## config.mk

```make
export PLATFORM = sky130hd
export DESIGN_NAME = phps_ctrl
export DESIGN_NICKNAME = d
export VERILOG_FILES = /design/src/phps_pkg.sv /design/src/phps_ctrl.sv
export SDC_FILE = /design/constraint.sdc
export NUM_CORES = 1
export LEC_CHECK = 0
export ABC_AREA = 1
export BUFFER_PORTS_ARGS = -buffer_cell sky130_fd_sc_hd__buf_4
export CORE_UTILIZATION = 35
export CTS_CLUSTER_SIZE = 40
export DETAILED_ROUTE_END_ITERATION = 10
export SYNTH_ARGS = -nofsm -noshare
export SYNTH_HDL_FRONTEND = slang
export SYNTH_SLANG_ARGS = --single-unit
```

## constraint.sdc

```tcl
create_clock -name clock -period 2.05 [get_ports clock]
set_input_delay 0.205 -clock clock [delete_from_list [all_inputs] [get_ports clock]]
set_output_delay 0.205 -clock clock [all_outputs]
set_load 0.01 [all_outputs]
```

## src/phps_pkg.sv

```systemverilog
// Package for the path heading PID steering unit.
// Constants, operation and status codes, command and status structs.
// No dependencies.
`default_nettype none
package phps_pkg;
   // path storage
   localparam int PATH_DEPTH = 256;
   localparam int AW = (PATH_DEPTH > 1) ? $clog2(PATH_DEPTH) : 1;
   localparam int CW = $clog2(PATH_DEPTH + 1);
   localparam int WP_W = 80; // x, y, heading

   // steering clamp in Q8.8 degrees
   localparam int STEER_LIMIT_DEG = 70;
   localparam logic signed [15:0] STEER_LIM = 16'(STEER_LIMIT_DEG * 256);

   // operation codes
   localparam logic [1:0] OP_CLEAR  = 2'd0;
   localparam logic [1:0] OP_APPEND = 2'd1;
   localparam logic [1:0] OP_STEP   = 2'd2;
   localparam logic [1:0] OP_STOP   = 2'd3;

   // result status codes
   localparam logic [1:0] ST_STEER   = 2'd0;
   localparam logic [1:0] ST_BRAKE   = 2'd1;
   localparam logic [1:0] ST_NO_PATH = 2'd2;
   localparam logic [1:0] ST_END     = 2'd3;

   // register indexes
   localparam logic [1:0] REG_KP = 2'd0;
   localparam logic [1:0] REG_KI = 2'd1;
   localparam logic [1:0] REG_KD = 2'd2;

   // multiplier operand select
   localparam logic [1:0] MUL_P = 2'd0;
   localparam logic [1:0] MUL_I = 2'd1;
   localparam logic [1:0] MUL_D = 2'd2;

   typedef struct packed {
      logic          clear_path;
      logic          append;
      logic          set_stop;
      logic          load_odo;
      logic          rd_en;
      logic [AW-1:0] rd_addr;
      logic          scan_issue;
      logic          scan_init;
      logic          pid_load;
      logic [1:0]    mul_sel;
      logic          acc_load;
      logic          acc_add;
      logic          round_en;
      logic          rsp_load;
      logic [1:0]    rsp_status;
   } phps_cmd_type;

   typedef struct packed {
      logic [CW-1:0] count;
      logic          estop;
      logic [AW-1:0] best;
      logic          scan_busy;
      logic          rsp_free;
   } phps_stat_type;
endpackage
`default_nettype wire

```

## src/phps_ctrl.sv

```systemverilog
// Controller: sequences path writes, the nearest waypoint scan and the PID steps.
// Depends on phps_pkg.
`default_nettype none
module phps_ctrl (
   input  wire logic                  clock,
   input  wire logic                  reset,
   input  wire logic                  req_valid,
   input  wire logic [1:0]            req_operation,
   output logic                       req_ready,
   input  wire phps_pkg::phps_stat_type stat,
   output phps_pkg::phps_cmd_type     cmd
);
   import phps_pkg::*;

   localparam logic [3:0] S_IDLE  = 4'd0;
   localparam logic [3:0] S_SCAN  = 4'd1;
   localparam logic [3:0] S_DRAIN = 4'd2;
   localparam logic [3:0] S_NEXT  = 4'd3;
   localparam logic [3:0] S_HEAD  = 4'd4;
   localparam logic [3:0] S_MUL0  = 4'd5;
   localparam logic [3:0] S_MUL1  = 4'd6;
   localparam logic [3:0] S_MUL2  = 4'd7;
   localparam logic [3:0] S_MUL3  = 4'd8;
   localparam logic [3:0] S_ROUND = 4'd9;
   localparam logic [3:0] S_DONE  = 4'd10;

   logic [3:0]    state_ff, state_in;
   logic [CW-1:0] scan_idx_ff, scan_idx_in;
   logic [1:0]    status_ff, status_in;
   logic [CW-1:0] next_idx;

   assign req_ready = (state_ff == S_IDLE);
   assign next_idx  = CW'(stat.best) + CW'(1);

   always_comb begin
      state_in    = state_ff;
      scan_idx_in = scan_idx_ff;
      status_in   = status_ff;
      cmd         = '0;
      case (state_ff)
         S_IDLE: begin
            if (req_valid) begin
               case (req_operation)
                  OP_CLEAR:  cmd.clear_path = 1'b1;
                  OP_APPEND: cmd.append = 1'b1;
                  OP_STOP:   cmd.set_stop = 1'b1;
                  default: begin
                     cmd.load_odo = 1'b1;
                     if (stat.count == '0) begin
                        status_in = ST_NO_PATH;
                        state_in  = S_DONE;
                     end else if (stat.estop) begin
                        status_in = ST_BRAKE;
                        state_in  = S_DONE;
                     end else begin
                        cmd.scan_init = 1'b1;
                        scan_idx_in   = '0;
                        state_in      = S_SCAN;
                     end
                  end
               endcase
            end
         end
         // one waypoint read per cycle
         S_SCAN: begin
            cmd.rd_en      = 1'b1;
            cmd.rd_addr    = scan_idx_ff[AW-1:0];
            cmd.scan_issue = 1'b1;
            scan_idx_in    = scan_idx_ff + CW'(1);
            if (scan_idx_ff == stat.count - CW'(1)) begin
               state_in = S_DRAIN;
            end
         end
         S_DRAIN: begin
            if (!stat.scan_busy) begin
               state_in = S_NEXT;
            end
         end
         S_NEXT: begin
            if (next_idx >= stat.count) begin
               status_in = ST_END;
               state_in  = S_DONE;
            end else begin
               cmd.rd_en   = 1'b1;
               cmd.rd_addr = next_idx[AW-1:0];
               state_in    = S_HEAD;
            end
         end
         S_HEAD: begin
            cmd.pid_load = 1'b1;
            state_in     = S_MUL0;
         end
         S_MUL0: begin
            cmd.mul_sel = MUL_P;
            state_in    = S_MUL1;
         end
         S_MUL1: begin
            cmd.mul_sel  = MUL_I;
            cmd.acc_load = 1'b1;
            state_in     = S_MUL2;
         end
         S_MUL2: begin
            cmd.mul_sel = MUL_D;
            cmd.acc_add = 1'b1;
            state_in    = S_MUL3;
         end
         S_MUL3: begin
            cmd.acc_add = 1'b1;
            state_in    = S_ROUND;
         end
         S_ROUND: begin
            cmd.round_en = 1'b1;
            status_in    = ST_STEER;
            state_in     = S_DONE;
         end
         S_DONE: begin
            cmd.rsp_status = status_ff;
            if (stat.rsp_free) begin
               cmd.rsp_load = 1'b1;
               state_in     = S_IDLE;
            end
         end
         default: state_in = S_IDLE;
      endcase
   end

   always_ff @(posedge clock) begin
      if (reset) begin
         state_ff <= S_IDLE;
      end else begin
         state_ff <= state_in;
      end
      scan_idx_ff <= scan_idx_in;
      status_ff   <= status_in;
   end
endmodule
`default_nettype wire

```

; ---- Word-level counts from Yosys, hierarchy flattened
; Index checks and enable logic that the tools add are counted.
[totals]
register_bits = 15
output_inout_bits = 25
inputBits = 25
elab_cells = 80
[op_classes]
n_mux = 41
add_sub_neg = 3
magnitude_cmp = 1
n_eq_ne = 22
reduce_logical = 10
[ops]
columns = cell, n
row1 = $mux W9, 5
row2 = $pmux W4 S11, 1
row3 = $mux W4, 10
row4 = $pmux W9 S2, 2
row5 = $eq A4 B3 Y1 const B, 4
row6 = $ne A2 B2 Y1 const B, 8
row7 = $mux W1, 15
row8 = $reduce_and A5 Y1, 3
row9 = $eq A4 B4 Y1 const B, 3
row10 = $mux W2, 5
row11 = $add A8 B1 Y9 const B, 1
row12 = $add A9 B1 Y9 const B, 1
row13 = $eq A9 B9 Y1, 1
row14 = $ge A9 B9 Y1, 1
row15 = $logic_not A9 Y1, 1
row16 = $sub A9 B1 Y9 const B, 1
row17 = $eq A4 B2 Y1 const B, 2
row18 = $pmux W2 S3, 1
row19 = $eq A4 B1 Y1 const B, 1
row20 = $logic_not A4 Y1, 1
row21 = $pmux W2 S2, 1
row22 = $mux W3, 1
row23 = $ne A3 B1 Y1 const B, 1
row24 = $reduce_bool A3 Y1, 1
row25 = 6 further kinds, 6

; ---- Depth between registers and ports, before layout
; Gate-level depths: netlist of the first run.
[depth]
depth_word = 5
ltp_mapped = 15
mapped_depth_nobuf = 15

; ---- Worst setup path after synthesis of the first run
; Ideal clock, no wire load.
[synth_timing]
path_kind = input to output
start = in stat[2] (netlist bit)
end = out cmd[11] (netlist bit)
path_buffers = 0
slack_ps = -186
cell_stages = 13
t_required_ps = 1845
arrival_ps = 2031
path_cell_list = ha_1 nand3_1 nor3b_1 xnor2_1 inv_1 ha_1 nand2_1 a21oi_1 nor2_1 nand4_1 nor2_2 inv_2 o22ai_1
[synth_rtl]
columns = item, line
row1 = start: declaration, phps_ctrl.sv:10  ; input wire phps_pkg::phps_stat_type stat,
row2 = end: declaration, phps_ctrl.sv:11  ; output phps_pkg::phps_cmd_type cmd

==> impl_metrics.tcl, run 1 <==
set metrics [dict create \
    synth-main-ff-cell "edfxtp_1" \
    grt_max_degree 10 \
    required_ps 1850 \
    finalInstanceArea_um2 2660 \
    placed_cells 429 \
    cts-root-buf "clkbuf_8" \
    die_h_um 73.3 \
    area_growth_pct 49.3 \
    yosys.area.top_type "edfxtp_1" \
    ys_warn_count 0 \
    clockPowerShare_pct 10.6 \
    vias_per_cell 4.73 \
    grt_pass1_wl_um 8410 \
    syn_area_per_cell_um2 6.10 \
    numCtsBuffers 3 \
    layout-drive-gt1-share_pct 30.3 \
    end_kind "primary output" \
    netlist.area_leader.share_pct 18.6 \
    fin_ws_ps -341 \
    violations "setup timing" \
    fin_crit_sh_pct 117 \
    slew_viol_final 0 \
    grt_pass1_vias 1823 \
    grtUsageTotal_pct 20.6 \
    htreeDepth 1 \
    max_stage_delay_ps 230 \
    synth_seq_cells 15 \
    skew_ps 1.20 \
    worstPathArrival_ps 2190 \
    io_pins 50 \
    finalSetupViolCount 11 \
    synth-seq-area-share_pct 23.0 \
    dieArea_um2 5380 \
    ys_types 30 \
    clock_path_buffers 2 \
    clock.fmax_ghz 0.418 \
    p_switching_mw 1.08 \
    syn_area_um2 1780 \
    worstPathMaxFanout 8 \
    gp_congestion 0.915 \
    n_fill_cell 510 \
    antenna_found_initial 0 \
    overflow 0 \
    clock_sinks 15 \
    dp.final_hpwl_um 4230 \
    p_int_mw 1.20 \
    route.vias.total 2047 \
    switching_share_pct 47.3 \
    cts_tree "built" \
    cap_violations 0 \
    ys_async_sr_fraction_pct 0 \
    pwr-share-seq_pct 27.3 \
    synth_fp_nets 330 \
    syn-instance-count 292 \
    placed_cell_area_um2 2480 \
    hold_buffers 0 \
    drc 0 \
    worstMarginPinSlew_ps 813 \
    dr.pass1.iters 5 \
    initial_core_util_pct 37.0 \
    synth.top_cells.by_count "nand2_1, inv_1, nor2_1" \
    critPathKind "input pin to primary output" \
    cp-start-kind "input pin" \
    relSlewSlack_pct 45.6 \
    ir_drop_v 0.000590 \
    antennaDiodeCount 0 \
    rsz0062_at_grt "true" \
    p_leak_nw 1.31 \
    min_path_type "input pin to register" \
    path_clk_slew_ps 60 \
    core_area_um2 4820 \
    clk_latency_ps 250 \
    postRouteAntennaNets 0 \
    synth.area.top_cells "edfxtp_1, nand2_1, inv_1" \
    place.port_buffers 49 \
    finish.net_count 405 \
    period_needed_ps 2390 \
    crit_path_frequent_cell "ha_4" \
    placementRows 25 \
    fin_cells 433 \
    path_cells "buf_8 -> ha_4 -> nand3_4 -> nor3b_4 -> and3_4 -> ha_4 -> a21o_1 -> nor2_1 -> nand4_1 -> nor2_4 -> inv_6 -> o22ai_4 -> buf_4" \
    wl_per_cell_um 12.1 \
    powerDensity_nw_per_um2 857 \
    outcome "complete, but fails checks" \
    hold_viol_final 0 \
    synth_edf_count 11 \
    comb_power_share_pct 62.1 \
    die_w_um 73.3 \
    whs_ps 143 \
    first_iter_violations 105 \
    drt_wl_total_um 5240 \
    cp_slowest_cell "nor2_4" \
    yosysMostFrequentCell "nand2_1" \
]
-- power by group through the flow --
stage	logic (mW)	registers [mW]	clock network [mW]
floorplan	0.876	0.591	0
global placement	1.33	0.628	0
detailed placement	1.34	0.629	0
CTS	1.40	0.623	0.242
global route	1.57	0.640	0.260
finish	1.41	0.622	0.241
-- path summary, 6_finish.rpt --
kind | endpoint | start | slack, ps | depth (start not counted)
max | cmd[17] | stat[2] | -340 | 13
min | state_ff[3] | reset | 140 | 2
max reg2reg | scan_idx_ff[3] | state_ff[1] | 220 | 6
min reg2reg | state_ff[1] | state_ff[1] | 570 | 2
-- metrics by stage --
stage | setup slack (ps) | TNS [ps] | utilization (%) | power [mW]
after floorplan | -92.3 | -368 | - | 1.47
after global placement | -411 | -4520 | 51.6 | 1.96
after detailed placement | -458 | -5190 | 51.6 | 1.96
after CTS | -309 | -2570 | 54.8 | 2.26
after global routing | -491 | -4820 | 55.2 | 2.47
final | -341 | -2960 | 55.2 | 2.28
-- area by class of cell --
cell class              count  area, µm²  area share [%]
clock buffers               4       45.0            1.69
well taps                  67       83.8            3.15
repair buffers             72        563            21.2
flip-flops and latches     15        410            15.4
inverters                  59        226            8.52
multi-input cells         216       1330            50.0
-- critical path, delay by kind of cell --
kind	cells	cell delay [ps]
compound gates	2	280
simple gates	6	1020
buf+inv	3	330
fa+ha+maj	2	350
-- sequential cells by signal, indices dropped and copies added (netlist names) --
name	flops
status_ff	2
state_ff	4
scan_idx_ff	9
-- logic make-up (layout without fill, tap and decap cells) --
logic type | Yosys count | after routing | synth area share [%]
buffers and inverters | 61 | 135 | 13.1
AOI/OAI and AO/OA | 36 | 36 | 11.2
DFF | 15 | 15 | 23.1
and+or+nand+nor | 156 | 156 | 38.1
adders and majority gates | 13 | 13 | 9.14
xor gates and xnor gates | 11 | 11 | 5.41
-- timing repair --
action / in CTS / in global routing
setup endpoints to repair: 12 / 14
pin swaps: 10 / 7
setup buffers: 1 / 1
resized for setup: 21 / 5
-- placed cells by master, fill, tap and decap left out, types with 2 or more instances in the layout --
| master | netlist | routed |
|---|---|---|
| buf_4 | 1 | 67 |
| nand2_1 | 65 | 64 |
| inv_1 | 55 | 55 |
| nor2_1 | 45 | 43 |
| nand3_1 | 21 | 18 |
| o21ai_0 | 14 | 13 |
| edfxtp_1 | 11 | 11 |
| ha_1 | 13 | 9 |
| a21oi_1 | 10 | 8 |
| xor2_1 | 9 | 7 |
| nor2_2 | 6 | 6 |
| nor3_1 | 5 | 5 |
| ha_4 | 0 | 4 |
| buf_6 | 0 | 4 |
| dfxtp_1 | 4 | 4 |
| inv_2 | 4 | 3 |
| nor2_4 | 1 | 3 |
| a21oi_2 | 1 | 3 |
| nor4_1 | 3 | 3 |
| o22ai_2 | 0 | 3 |
| clkbuf_8 | 0 | 3 |
| nand3_4 | 0 | 2 |
| xnor2_1 | 2 | 2 |
| xor2_2 | 0 | 2 |
| nand3b_1 | 2 | 2 |
| nand4_1 | 2 | 2 |
| o21ai_1 | 2 | 2 |
| o22ai_4 | 0 | 2 |
| nand2_2 | 2 | 2 |
-- metal layers --
metal,GRT usage [%],share of wire [%],up-vias
li1,-,-,1077
met4,3.85,0.52,0
met1,29.6,50,906
met5,0,0,-
met2,32.8,45,62
met3,3.02,5.3,2
(Power assumes the default switching activity.)
==> run 2: changes to the inputs <==
--- a/config.mk
+++ b/config.mk
@@ -10,6 +10,7 @@
 export CORE_UTILIZATION = 35
 export CTS_CLUSTER_SIZE = 40
 export DETAILED_ROUTE_END_ITERATION = 10
+export SKIP_CTS_REPAIR_TIMING = 1
 export SYNTH_ARGS = -nofsm -noshare
 export SYNTH_HDL_FRONTEND = slang
 export SYNTH_SLANG_ARGS = --single-unit
==> impl_metrics.tcl, run 2 (synthesis gave the netlist of run 1 again) <==
set metrics [dict create \
    io_pins 50 \
    largest_reg_flops 9 \
    grt_pass1_vias 1759 \
    crit_path_end "cmd[17]" \
    cpLargestDelayFamily "simple AND/OR/NAND/NOR gates" \
    path_clk_slew_ps 60 \
    cp-start-kind "input pin" \
    period_needed_ps 2450 \
    worstMarginPinSlew_ps 811 \
    layout-drive-gt1-share_pct 31.4 \
    numCtsBuffers 3 \
    skew_ps 3.01 \
    finalInstanceArea_um2 2700 \
    finalSetupViolCount 12 \
    rsz0062_at_grt "true" \
    area_growth_pct 51.5 \
    startpoint "stat[2]" \
    first_iter_violations 111 \
    dr.pass1.iters 4 \
    clock_sinks 15 \
    wl_per_cell_um 12.0 \
    dieArea_um2 5380 \
    path_depth 13 \
    hold_viol_final 0 \
    drt_wl_total_um 5230 \
    grt_util_met3_pct 3.02 \
    clk_latency_ps 240 \
    use_met2_pct 30.3 \
    dp.final_hpwl_um 4230 \
    r2r-start "state_ff[1]" \
    route.vias.total 2039 \
    clock.fmax_ghz 0.409 \
    grt_max_degree 10 \
    worstPathMaxFanout 8 \
    r2r_end "scan_idx_ff[6]" \
    slew_viol_final 0 \
    grtUsageTotal_pct 19.4 \
    cts_tree "built" \
    path_buf_inv 3 \
    min_path_type "input pin to register" \
    drc 0 \
    die_h_um 73.3 \
    path_cells "buf_8 -> ha_4 -> nand3_4 -> nor3b_4 -> and3_4 -> ha_4 -> a21o_1 -> nor2_1 -> nand4_1 -> nor2_4 -> clkinv_4 -> o22ai_4 -> buf_6" \
    antenna_found_initial 0 \
    end_kind "primary output" \
    use_met1_pct 28.4 \
    cap_violations 0 \
    r2r_setup_slack_ps 210 \
    placementRows 25 \
    postRouteAntennaNets 0 \
    reg_top3 "scan_idx_ff (9), state_ff (4), status_ff (2)" \
    vias_per_cell 4.68 \
    htreeDepth 1 \
    outcome "complete, but fails checks" \
    powerDensity_nw_per_um2 844 \
    fin_crit_sh_pct 119 \
    cts-root-buf "clkbuf_8" \
    placed_cell_area_um2 2480 \
    gp_congestion 0.915 \
    layout.cells.most_common "buf_4" \
    critPathKind "input pin to primary output" \
    die_w_um 73.3 \
    place.port_buffers 49 \
    clock_path_buffers 2 \
    p_leak_nw 1.32 \
    fin_ws_ps -397 \
    max_stage_delay_ps 220 \
    finish.net_count 408 \
    largest_register "scan_idx_ff" \
    ir_drop_v 0.000582 \
    final_cell_mix "buf_4, nand2_1, inv_1" \
    relSlewSlack_pct 45.7 \
    worstPathArrival_ps 2240 \
    grt_pass1_wl_um 7990 \
    violations "setup timing" \
    rr_worst_depth 6 \
    overflow 0 \
    grt-busiest-layer "met2" \
    cp_slowest_cell "and3_4" \
    required_ps 1850 \
    antennaDiodeCount 0 \
    core_area_um2 4820 \
    crit_path_frequent_cell "ha_4" \
    initial_core_util_pct 37.0 \
    utilization_pct 56.0 \
]
run 2: worst min-delay path by stage:
stage	startpoint	to	slack, ps	depth (start not counted)
2_1_floorplan	reset	state_ff[3]	270	1
4_1_cts	reset	state_ff[3]	140	2
3_3_place_gp	reset	state_ff[3]	400	2
6_report	reset	state_ff[3]	150	2
3_5_place_dp	reset	state_ff[3]	400	2
5_1_grt	reset	state_ff[3]	130	2
run 2: cell type report:
type                    instances  area, µm²
flip-flops and latches         15        410
well taps                      67       83.8
repair buffers                 75        589
multi-input cells             216       1340
fillers                       502       2120
inverters                      59        226
clock buffers                   4       45.0
run 2: power breakdown:
part	total [mW]	internal [mW]	switching (mW)
combinational	1.42	0.571	0.851
clock	0.235	0.137	0.0975
sequential	0.621	0.499	0.121
run 2: layer usage:
layer,part of all wire (%),vias to the layer above
met4,0.52,0
met5,0,-
met2,46,39
li1,-,1085
met3,4.6,2
met1,49,913
run 2: metrics by stage:
stage               hold slack (ps)  cells  setup TNS, ps  total power [mW]  worst slack, ps
finish                          146    436          -3450              2.28             -397
global route                    135    436          -5410              2.48             -548
CTS                             143    433          -4120              2.21             -467
floorplan                       267    292           -368              1.47            -92.3
detailed placement              402    429          -5190              1.96             -458
global placement                400    429          -4520              1.96             -411
